[config.mk]
export PLATFORM = sky130hd
export DESIGN_NAME = rtc_time_register_encoder_top
export DESIGN_NICKNAME = d
export VERILOG_FILES = /design/src/rtl/rtc_enc_pkg.sv /design/src/rtl/rtc_time_register_encoder_top.sv
export SDC_FILE = /design/constraint.sdc
export NUM_CORES = 1
export LEC_CHECK = 0
export BUFFER_PORTS_ARGS = -buffer_cell sky130_fd_sc_hd__buf_4
export CORE_MARGIN = 2
export CORE_UTILIZATION = 45
export DETAILED_ROUTE_END_ITERATION = 12
export PLACE_DENSITY = 0.76
export SLEW_MARGIN = 40
export SYNTH_ARGS = -nofsm -noshare
export SYNTH_HDL_FRONTEND = slang
export SYNTH_SLANG_ARGS = --single-unit
[constraint.sdc]
create_clock -name clk -period 4.7 [get_ports clk]
set_input_delay 0.235 -clock clk [delete_from_list [all_inputs] [get_ports clk]]
set_output_delay 0.235 -clock clk [all_outputs]
set_load 0.02 [all_outputs]
[src/rtl/rtc_enc_pkg.sv]
// package: types, tables and helper functions of the rtc time register encoder
`timescale 1ns / 1ps
package rtc_enc_pkg;

	localparam logic [11:0] YearBase = 12'd2000;
	localparam logic [11:0] YearTop  = 12'd2099;
	localparam logic [6:0]  SecMax   = 7'd59;
	localparam logic [6:0]  HourMax  = 7'd23;
	localparam logic [6:0]  MonthMax = 7'd12;
	localparam logic [6:0]  DateMax  = 7'd31;
	localparam logic [3:0]  MonthFeb = 4'd2;
	localparam logic [8:0]  WeekOfs  = 9'd4;

	// clamped fields after the first stage
	typedef struct packed {
		logic [5:0] sec;
		logic [5:0] min;
		logic [4:0] hour;
		logic [3:0] month;
		logic [4:0] date;
		logic [6:0] yoff;
	} clamp_t;

	// bcd fields plus what the weekday count still needs
	typedef struct packed {
		logic [6:0] sec_bcd;
		logic [6:0] min_bcd;
		logic [5:0] hour_bcd;
		logic [4:0] month_bcd;
		logic [7:0] year_bcd;
		logic [4:0] date;
		logic       leap;
		logic [8:0] cum;
		logic [6:0] yoff;
	} conv_t;

	// all bcd fields plus the raw weekday count
	typedef struct packed {
		logic [6:0] sec_bcd;
		logic [6:0] min_bcd;
		logic [5:0] hour_bcd;
		logic [5:0] date_bcd;
		logic [4:0] month_bcd;
		logic [7:0] year_bcd;
		logic [8:0] days;
	} sum_t;

	// clamp a signed byte to 0..hi
	function automatic logic [6:0] clamp_s8(input logic signed [7:0] v, input logic [6:0] hi);
		logic [6:0] r;
		if (v[7]) begin
			r = 7'd0;
		end else if (v[6:0] > hi) begin
			r = hi;
		end else begin
			r = v[6:0];
		end
		return r;
	endfunction

	// month length, february fixed at 28
	function automatic logic [4:0] month_len(input logic [3:0] m);
		logic [4:0] r;
		unique case (m)
			4'd2:                      r = 5'd28;
			4'd4, 4'd6, 4'd9, 4'd11:   r = 5'd30;
			default:                   r = 5'd31;
		endcase
		return r;
	endfunction

	// days before the first of month m
	function automatic logic [8:0] cum_days(input logic [3:0] m);
		logic [8:0] r;
		unique case (m)
			4'd2:    r = 9'd31;
			4'd3:    r = 9'd59;
			4'd4:    r = 9'd90;
			4'd5:    r = 9'd120;
			4'd6:    r = 9'd151;
			4'd7:    r = 9'd181;
			4'd8:    r = 9'd212;
			4'd9:    r = 9'd243;
			4'd10:   r = 9'd273;
			4'd11:   r = 9'd304;
			4'd12:   r = 9'd334;
			default: r = 9'd0;
		endcase
		return r;
	endfunction

	// packed bcd of 0..99, tens by reciprocal multiply
	function automatic logic [7:0] to_bcd(input logic [6:0] v);
		logic [13:0] p;
		logic [3:0]  q;
		logic [6:0]  r;
		p = 14'(v) * 14'd103;
		q = p[13:10];
		r = v - 7'(q) * 7'd10;
		return {q, r[3:0]};
	endfunction

	// remainder by seven, using 8 = 1 mod 7
	function automatic logic [2:0] mod7(input logic [8:0] x);
		logic [6:0] s;
		logic [3:0] t;
		logic [3:0] r;
		s = 7'(x[8:3]) + 7'(x[2:0]);
		t = 4'(s[6:3]) + 4'(s[2:0]);
		if (t >= 4'd14) begin
			r = t - 4'd14;
		end else if (t >= 4'd7) begin
			r = t - 4'd7;
		end else begin
			r = t;
		end
		return r[2:0];
	endfunction

endpackage

[src/rtl/rtc_time_register_encoder_top.sv]
// top level: rtc time register encoder, four stage pipeline
`timescale 1ns / 1ps
// rtc time register encoder
// input channel: in_valid / in_ready with sec_in, min_in, hour_in, date_in,
//   month_in (signed bytes) and year_in (12-bit full year)
// output channel: out_valid / out_ready with the seven rtc register bytes
//   sec_bcd, min_bcd, hour_bcd, weekday, date_bcd, month_bcd, year_bcd
// each accepted beat gives exactly one result beat, in order
// stages:
//   s1 clamps every field, year becomes an offset from 2000
//   s2 clamps the date to the month length, looks up the cumulative
//      month days, converts sec/min/hour/month/year to bcd
//   s3 converts the date and adds up the weekday count
//   s4 takes the count mod 7 and is the output register
// out_valid is the s4 valid bit; an accepted beat passes s1, s2, s3 and s4
//   in order, and waits in its stage while the receiver stalls
// throughput is one beat per cycle while out_ready is high; a stage moves
//   on when it is empty or the one after it moves, so a stalled receiver
//   fills the pipe and then drops in_ready, and nothing is lost or repeated
// reset clears all stage valid bits; in_ready is high right after reset
module rtc_time_register_encoder_top (
	input  logic              clk,
	input  logic              arst_n,
	input  logic              in_valid,
	output logic              in_ready,
	input  logic signed [7:0] sec_in,
	input  logic signed [7:0] min_in,
	input  logic signed [7:0] hour_in,
	input  logic signed [7:0] date_in,
	input  logic signed [7:0] month_in,
	input  logic [11:0]       year_in,
	output logic              out_valid,
	input  logic              out_ready,
	output logic [6:0]        sec_bcd,
	output logic [6:0]        min_bcd,
	output logic [5:0]        hour_bcd,
	output logic [2:0]        weekday,
	output logic [5:0]        date_bcd,
	output logic [4:0]        month_bcd,
	output logic [7:0]        year_bcd
);
	import rtc_enc_pkg::*;

	logic   v_s1, v_s2, v_s3, v_s4;
	logic   en1, en2, en3, en4;
	clamp_t d_s1, c1;
	conv_t  d_s2, c2;
	sum_t   d_s3, c3;
	logic [2:0] wd_s4;
	logic [6:0] sec_bcd_s4, min_bcd_s4;
	logic [5:0] hour_bcd_s4, date_bcd_s4;
	logic [4:0] month_bcd_s4;
	logic [7:0] year_bcd_s4;

	// a stage loads when it is empty or its contents move on
	assign en4      = !v_s4 || out_ready;
	assign en3      = !v_s3 || en4;
	assign en2      = !v_s2 || en3;
	assign en1      = !v_s1 || en2;
	assign in_ready = en1;

	// stage 1: clamp fields
	always_comb begin
		logic [6:0] m;
		c1.sec   = 6'(clamp_s8(sec_in, SecMax));
		c1.min   = 6'(clamp_s8(min_in, SecMax));
		c1.hour  = 5'(clamp_s8(hour_in, HourMax));
		m        = clamp_s8(month_in, MonthMax);
		c1.month = (m == 7'd0) ? 4'd1 : m[3:0];
		c1.date  = 5'(clamp_s8(date_in, DateMax));
		if (year_in < YearBase) begin
			c1.yoff = 7'd0;
		end else if (year_in > YearTop) begin
			c1.yoff = 7'(YearTop - YearBase);
		end else begin
			c1.yoff = 7'(year_in - YearBase);
		end
	end

	// stage 2: month length clamp, table lookup, bcd of the simple fields
	always_comb begin
		logic [4:0] len;
		len          = month_len(d_s1.month);
		c2.date      = (d_s1.date > len) ? len : d_s1.date;
		c2.sec_bcd   = 7'(to_bcd(7'(d_s1.sec)));
		c2.min_bcd   = 7'(to_bcd(7'(d_s1.min)));
		c2.hour_bcd  = 6'(to_bcd(7'(d_s1.hour)));
		c2.month_bcd = 5'(to_bcd(7'(d_s1.month)));
		c2.year_bcd  = to_bcd(d_s1.yoff);
		c2.leap      = (d_s1.month > MonthFeb) && (d_s1.yoff[1:0] == 2'd0);
		c2.cum       = cum_days(d_s1.month);
		c2.yoff      = d_s1.yoff;
	end

	// stage 3: date bcd and weekday count (365 = 1 mod 7, so y stands for 365y)
	always_comb begin
		logic [7:0] yq;
		yq           = 8'(d_s2.yoff) + 8'd3;
		c3.sec_bcd   = d_s2.sec_bcd;
		c3.min_bcd   = d_s2.min_bcd;
		c3.hour_bcd  = d_s2.hour_bcd;
		c3.date_bcd  = 6'(to_bcd(7'(d_s2.date)));
		c3.month_bcd = d_s2.month_bcd;
		c3.year_bcd  = d_s2.year_bcd;
		c3.days      = 9'(d_s2.date) + d_s2.cum + 9'(d_s2.leap) + 9'(d_s2.yoff)
			+ 9'(yq[7:2]) + WeekOfs;
	end

	always_ff @(posedge clk or negedge arst_n) begin
		if (!arst_n) begin
			v_s1 <= 1'b0;
			v_s2 <= 1'b0;
			v_s3 <= 1'b0;
			v_s4 <= 1'b0;
		end else begin
			if (en1) v_s1 <= in_valid;
			if (en2) v_s2 <= v_s1;
			if (en3) v_s3 <= v_s2;
			if (en4) v_s4 <= v_s3;
		end
	end

	// payload registers, no reset
	always_ff @(posedge clk) begin
		if (en1 && in_valid) d_s1 <= c1;
		if (en2 && v_s1)     d_s2 <= c2;
		if (en3 && v_s2)     d_s3 <= c3;
		if (en4 && v_s3) begin
			sec_bcd_s4   <= d_s3.sec_bcd;
			min_bcd_s4   <= d_s3.min_bcd;
			hour_bcd_s4  <= d_s3.hour_bcd;
			date_bcd_s4  <= d_s3.date_bcd;
			month_bcd_s4 <= d_s3.month_bcd;
			year_bcd_s4  <= d_s3.year_bcd;
			wd_s4        <= mod7(d_s3.days) + 3'd1;
		end
	end

	assign out_valid = v_s4;
	assign sec_bcd   = sec_bcd_s4;
	assign min_bcd   = min_bcd_s4;
	assign hour_bcd  = hour_bcd_s4;
	assign weekday   = wd_s4;
	assign date_bcd  = date_bcd_s4;
	assign month_bcd = month_bcd_s4;
	assign year_bcd  = year_bcd_s4;

endmodule

---- Word-level counts from Yosys, hierarchy flattened ----
Memory sizes are Yosys's and may differ from the RTL's. A register that Yosys moved wholly into a read port is not among the register bits.
Cells that the tools add are included.
cells by class
  $add $sub $neg .......................... 18
  $mul .................................... 12
  divide/modulo/power cells ............... 0
  $lt $le $gt $ge ......................... 11
  equality and inequality tests ........... 5
  shift-type cells ........................ 0
  muxes and demuxes ....................... 12
  bitwise gates (word level) .............. 0
  reduce and logical (&&, ||, !) cells .... 20
operators by type and width
  cell                    count
  $mul A6 B7 Y13 const B  2
  $mul A5 B7 Y12 const B  2
  $sub A4 B4 Y4           6
  $mux W7                 3
  $mux W5                 3
  $gt A7 B5 Y1 const B    2
  $gt A7 B6 Y1 const B    2
  $mul A7 B7 Y14 const B  1
  $gt A12 B12 Y1 const B  1
  $lt A12 B11 Y1 const B  1
  $mux W6                 2
  $mul A4 B7 Y11 const B  1
  $add A5 B9 Y9           1
  $add A9 B1 Y9           1
  $add A9 B3 Y9 const B   1
  $add A9 B6 Y9           1
  $add A9 B7 Y9           1
  $mux W3                 3
  $add A7 B2 Y8 const B   1
  $eq A4 B3 Y1 const B    2
  $eq A4 B4 Y1 const B    2
  $reduce_or A2 Y1        4
  $add A6 B3 Y7           1
  $gt A7 B4 Y1 const B    1
  20 further kinds        33
word-level totals
  register bits after elaboration ......... 173
  latch bits .............................. 0
  RAM bits ................................ 0
  ROM bits ................................ 144
  logic and storage cells ................. 115
  memories kept ........................... 1
memory list
  memory           depth  bits a word  rd ports  clocked after memory_dff  wr ports  RTL line           text
  (no name shown)  16     9            1         1                         0         rtc_enc_pkg.sv:75  unique case (m)

---- Logic depth before layout (Yosys ltp) ----
Gate-level depths: netlist of the first run.
  depth after elaboration ................. 7
  depth in mapped cells ................... 19
  gate-level depth less buffers ........... 19

---- Least setup slack after synthesis of the first run ----
OpenSTA, ideal clock, no wires.
  path type ............................... register -> register
  from .................................... register d_s1 (netlist bit c2[2])
  to ...................................... register d_s2 (netlist bit c3[12]) (data pin)
  setup time .............................. 0.265 ns
  arrival ................................. 4.295 ns
  slack ................................... 0.140 ns
  stages on the path, launching flop included .. 19
  buffers on the path ..................... 0
  cell sequence ........................... edfxtp_1 -> ha_1 -> inv_1 -> fa_1 -> inv_1 -> fa_1 -> ha_1 -> ha_1 -> a21o_1 -> a21oi_1 -> nand2_1 -> a21oi_1 -> xnor2_1 -> ha_1 -> inv_1 -> fa_1 -> xor2_1 -> xnor3_1 -> xnor2_1
RTL lines
  element                 RTL line                              text
  from (decl)             rtc_time_register_encoder_top.sv:46   clamp_t d_s1, c1;
  from (signal assigned)  rtc_time_register_encoder_top.sv:125  if (en1 && in_valid) d_s1 <= c1;
  to (signal assigned)    rtc_time_register_encoder_top.sv:126  if (en2 && v_s1) d_s2 <= c2;
  to (decl)               rtc_time_register_encoder_top.sv:47   conv_t d_s2, c2;

==> flow_summary.ini, run 1 <==
[outcome]
status = finished, final reports clean

[critical_path]
path_max_fanout = 3
critical_path_class = reg2reg
required_ns = 4.86
crit_arrival_ns = 4.78
start_kind = register
critPathCaptureType = register

[routing]
remaining_drc_errors = 0
antenna_left = 0
wl_per_cell_um = 14.4
vias = 6558
vias_per_cell = 4.99
drt_iter0_markers = 285
dr.pass1.iters = 4
wl_um = 18900

[synthesis]
yosysUniqueCellTypes = 57
synth.most_common_cell = ha_1
yosysTopAreaCell = edfxtp_1
synth_seq_area_share_pct = 48.4
synth_area_um2 = 11200
syn_avg_cell_area_um2 = 13.3
ys_warn_count = 0
synthArstFlopShare_pct = 2.21
synth-edff-count = 177
yosys_most_used_dff = edfxtp_1
synth_nets = 1133
synth_top_area_share_pct = 47.6
ys_ff_latch = 181
synth.area.top_cells = edfxtp_1 48%, ha_1 21%, fa_1 9.0%
synth_cells = 839
ys_top_cells_by_count = 188 x ha_1, 177 x edfxtp_1, 108 x inv_1, 50 x fa_1, 49 x nor2_1

[pwr]
power.share.sequential_pct = 34.5
p_clk_share_pct = 19.9
p_sw_share_pct = 34.1
power_leakage_nw = 6.01
combPwrFrac_pct = 45.6
p_int_mw = 4.82
switchingPower_mw = 2.49
peakVddDrop_mv = 0.437
fin_total_pwr_mw = 7.31
power_density_nw_per_um2 = 549

[layout]
final_cell_area_um2 = 13300
nFillCells = 1989
fin_nets = 1272
fin_util_pct = 54.8
synthToLayoutAreaGrowth_pct = 19.2
regArea_um2 = 5420
diodes = 0
multi_input_area_um2 = 5520
drive_gt1_share_pct = 20.8

[die]
core_area_um2 = 24300
die-area_um2 = 26100
rows = 57
fp.dieH_um = 162
top_level_ports = 100
initial_core_util_pct = 46.0
die_w_um = 162

[clock_network]
cts_tree = done
cts-htree-levels = 4
ctsRootBufferMaster = clkbuf_16
clock-sinks = 181
clk_pin_slew_ns = 0.08
cts.path.max_buffers = 2
insertion_delay_ns = 0.42
cts_buffers = 17

[placed_design]
gp_congestion = 0.847
place_area_um2 = 12400
portBuffers = 99
dp_hpwl_um = 14400

[sta]
setup_viol = 0
maxSlewViolCount = 0
max_clock_freq_mhz = 217
final_hold_viol_count = 0
finalCritPeriodShare_pct = 98.1
tightest_slew_ns = 0.567
relSlewSlack_pct = 62.2
fin_crit_ns = 4.61
clock_skew_ns = 0.0187

[grt]
grt_pass1_wl_um = 31300
antenna_found_initial = 0
grt.overflow.total = 0
grt_usage_pct = 15.0
grt_pass1_vias = 6762
grt_max_degree = 43

[hold_path]
hold_path.class = in2reg

[flow_run]
drv_cap = 0
-- final cells by class --
type                    instances  share of cell area, %
flip-flops and latches        181                   40.7
inverters                     108                   3.04
multi-input cells             543                   41.4
clock buffers                  19                   3.25
repair buffers                127                   7.25
well taps                     324                   3.04
clock inverters                13                   1.31
-- logic make-up after synthesis --
kind of cell / synth area share [%]
adder cells (fa/ha/maj): 30.0
buffers and inverters: 3.86
XOR/XNOR: 4.51
multiplexers: 1.15
flip-flops: 48.4
AND/OR/NAND/NOR: 6.21
AO/OA/AOI/OAI: 5.81
-- final timing paths --
| kind | cells after the start | endpoint | startpoint | slack [ns] |
|---|---|---|---|---|
| max in group asynchronous | 2 | v_s3 | arst_n | 4.45 |
| min reg2reg | 0 | d_s3[21] | c3[21] | 0.41 |
| max | 19 | c3[12] | c2[1] | 0.09 |
| min | 3 | d_s1[22] | min_in[1] | 0.1 |
| min in group asynchronous | 2 | v_s1 | arst_n | 0.14 |
| max reg2reg | 19 | c3[12] | c2[1] | 0.09 |
-- registers in the layout (all words and copies together) (netlist names), 3 cells and up --
signal and cells:
c2 7, date_bcd 6, min_bcd 7, d_s1 26, weekday 3, c3 33
hour_bcd 6, year_bcd 8, sec_bcd 7, d_s3 48, d_s2 21, month_bcd 5
-- cells in the final DEF (no fill, tap or decap), drive strengths merged, types with 4 or more instances in the layout --
master  count
a21o       14
xnor2      31
clkbuf     19
nor3       14
o21ai      18
o21a        4
a21oi      29
nand2b      6
fa         50
nor2       49
mux2        5
mux2i       5
ha        188
nand3      11
inv       112
and2        4
nand2      25
and3        5
dfrtp       4
buf       125
nor2b       6
xor2       24
clkinv      4
edfxtp    177
nand4       5
or2         8
-- per-layer routing --
metal	track usage, %	share of wire [%]
met5	0	0
met3	2.62	3.0
met1	18.4	44
met2	27.3	52
met4	3.94	1.6
-- per-stage QoR --
step	worst slack, ns	std cells	hold slack, ns	TNS, ns
2_1_floorplan	0.140	839	-0.0606	0
3_3_place_gp	0.110	1270	0.0317	0
3_5_place_dp	-0.0975	1270	0.0366	-0.168
4_1_cts	0.00297	1305	0.0771	0
5_1_grt	-0.0123	1315	0.0986	-0.0123
6_report	0.0879	1315	0.0966	0
-- repair_timing --
item,4_1_cts,5_1_grt
setup endpoints to repair,2,2
gates resized for setup,7,27
hold endpoints to repair,5,0
pin swaps,5,24
setup buffers,1,10
hold buffers,2,0
-- power groups by stage --
stage                     logic (mW)  registers (mW)  clock network (mW)
final                           3.33            2.52                1.46
after floorplan                 2.39            2.62                   0
after global placement          3.08            2.55                   0
after detailed placement        3.21            2.56                   0
after CTS                       3.28            2.53                1.50
after global routing            3.83            2.56                1.55
-- worst max-delay path, stage by stage, from the launching register on --
cell and delay [ns]:
edfxtp_1 0.51, inv_2 0.13, ha_4 0.20, ha_1 0.28, inv_1 0.07, fa_1 0.43, fa_1 0.50, inv_1 0.05
ha_1 0.27, nand3_1 0.08, a221o_1 0.31, nand2_1 0.10, a21oi_2 0.07, xnor2_1 0.21, ha_2 0.20, inv_2 0.04
fa_2 0.37, xor2_2 0.15, xnor3_1 0.25, xnor2_1 0.13
Power figures use the tool's default switching activity.
==> inputs of run 2 (changes only) <==
--- a/config.mk
+++ b/config.mk
@@ -10,6 +10,7 @@
 export CORE_UTILIZATION = 45
 export DETAILED_ROUTE_END_ITERATION = 12
 export PLACE_DENSITY = 0.76
+export RECOVER_POWER = 50
 export SLEW_MARGIN = 40
 export SYNTH_ARGS = -nofsm -noshare
 export SYNTH_HDL_FRONTEND = slang
==> flow_summary.ini, run 2 (synthesized netlist as in run 1, its figures left out) <==
[outcome]
status = finished, final reports clean

[critical_path]
timing.rr.start = c2[1]
cp-startpoint = c2[1]
crit_path_end = c3[12]
critical_path_class = reg2reg
r2r_slack_ns = 0.10
slowest_stage = edfxtp_1
path_depth = 19
critPathCaptureType = register
critPathTopFamily = adder cells
r2r_cells = 19
cp.buffers_inverters = 4
crit_arrival_ns = 4.76
worstPathCellList = inv_2 -> ha_4 -> ha_1 -> inv_1 -> fa_1 -> fa_1 -> inv_1 -> ha_1 -> nand3_1 -> a221o_1 -> nand2_1 -> a21oi_2 -> xnor2_1 -> ha_2 -> inv_2 -> fa_2 -> xor2_2 -> xnor3_1 -> xnor2_1
path_max_fanout = 3
start_kind = register
slowest_delay_ns = 0.51
worst_r2r_endpoint = c3[12]
required_ns = 4.86

[layout]
synthToLayoutAreaGrowth_pct = 18.9
drive_gt1_share_pct = 19.9
fin_nets = 1272
diodes = 0
largest_register_ffs = 48
regMostFlops = d_s3
layout_common_cells = 177 x ha_1, 177 x edfxtp_1, 108 x buf_4

[routing]
drt_iter0_markers = 314
wl_um = 18900
antenna_left = 0
remaining_drc_errors = 0
dr.pass1.iters = 4
vias_per_cell = 4.98
wl_per_cell_um = 14.4
vias = 6550

[sta]
finalCritPeriodShare_pct = 97.8
relSlewSlack_pct = 62.1
clock_skew_ns = 0.0187
tightest_slew_ns = 0.569
maxSlewViolCount = 0
max_clock_freq_mhz = 218
final_hold_viol_count = 0
setup-tns-final_ns = 0
finalWorstSetupSlack_ns = 0.103
setup_viol = 0
fin_crit_ns = 4.60

[die]
core_area_um2 = 24300
top_level_ports = 100
rows = 57
die_w_um = 162
initial_core_util_pct = 46.0
fp.dieH_um = 162
die-area_um2 = 26100

[pwr]
power_density_nw_per_um2 = 550
switchingPower_mw = 2.49
power.share.sequential_pct = 34.5
combPwrFrac_pct = 45.5
power_leakage_nw = 5.98
p_sw_share_pct = 34.1
p_int_mw = 4.82
peakVddDrop_mv = 0.437
p_clk_share_pct = 20.0
fin_total_pwr_mw = 7.31

[placed_design]
portBuffers = 99
gp_congestion = 0.847
dp_hpwl_um = 14400
pre_cts_slack_ns = -0.0975

[clock_network]
insertion_delay_ns = 0.42
ctsRootBufferMaster = clkbuf_16
clk_pin_slew_ns = 0.08
clock-sinks = 181
cts.path.max_buffers = 2
cts-htree-levels = 4
cts_buffers = 17
cts_tree = done

[flow_run]
drv_cap = 0

[grt]
grt_pass1_vias = 6762
grt_max_degree = 43
grt_pass1_wl_um = 31300
antenna_found_initial = 0
grt_usage_pct = 15.0
grt.overflow.total = 0

[hold_path]
hold_depth = 3
hold_path.class = in2reg
## run 2: cell count changes in the layout (fill, tap and decap cells not counted), sizes merged
cell / previous run / this run
clkbuf: 19 / 34
buf: 125 / 110
## run 2: area by class of cell
| type | instances | area [um2] |
|---|---|---|
| Clock inverter | 13 | 174 |
| Tap cell | 324 | 405 |
| Timing Repair Buffer | 127 | 932 |
| Multi-Input combinational cell | 543 | 5520 |
| Fill cell | 2001 | 11000 |
| Inverter | 108 | 405 |
| Sequential cell | 181 | 5420 |
| Clock buffer | 19 | 433 |
## run 2: worst min path at each step
stage                            from        end  slack (ns)
after floorplan                arst_n  out_valid       -0.06
after global placement         arst_n       v_s2        0.03
after detailed placement       arst_n       v_s2        0.04
after CTS                   min_in[1]   d_s1[22]        0.08
after global routing      month_in[7]   d_s1[14]         0.1
final                       min_in[1]   d_s1[22]         0.1
## run 2: repair_timing
item,in CTS,in global routing
gates resized for setup,7,27
endpoints found under the hold margin,5,0
endpoints found under the setup margin,2,2
setup buffers,1,10
pin swaps,5,24
hold buffers,2,0
## run 2: power by group through the flow
stage	sequential, mW	clock, mW	combinational [mW]
after floorplan	2.62	0	2.39
after global placement	2.55	0	3.08
after detailed placement	2.56	0	3.21
after CTS	2.53	1.50	3.28
after global routing	2.56	1.55	3.83
final	2.52	1.46	3.33
## run 2: through the flow
stage	util (%)	cells	hold WS, ns	cell area [um2]
after floorplan	-	839	-0.0606	11200
after global placement	51.1	1270	0.0317	12400
after detailed placement	51.1	1270	0.0366	12400
after CTS	53.8	1305	0.0771	13100
after global routing	54.6	1315	0.0986	13300
final	54.6	1315	0.0966	13300
## run 2: per-layer routing
| layer | vias to the layer above | routed length [um] | GRT usage, % |
|---|---|---|---|
| met2 | 111 | 9800 | 27.3 |
| met4 | 0 | 295 | 3.94 |
| met1 | 3172 | 8200 | 18.4 |
| met5 | - | 0 | 0 |
| met3 | 24 | 611 | 2.62 |
| li1 | 3243 | - | - |
## run 2: tightest hold or removal path: stages
cell and delay [ns]:
buf_4 0.08, nor2_1 0.03, nor2_1 0.07
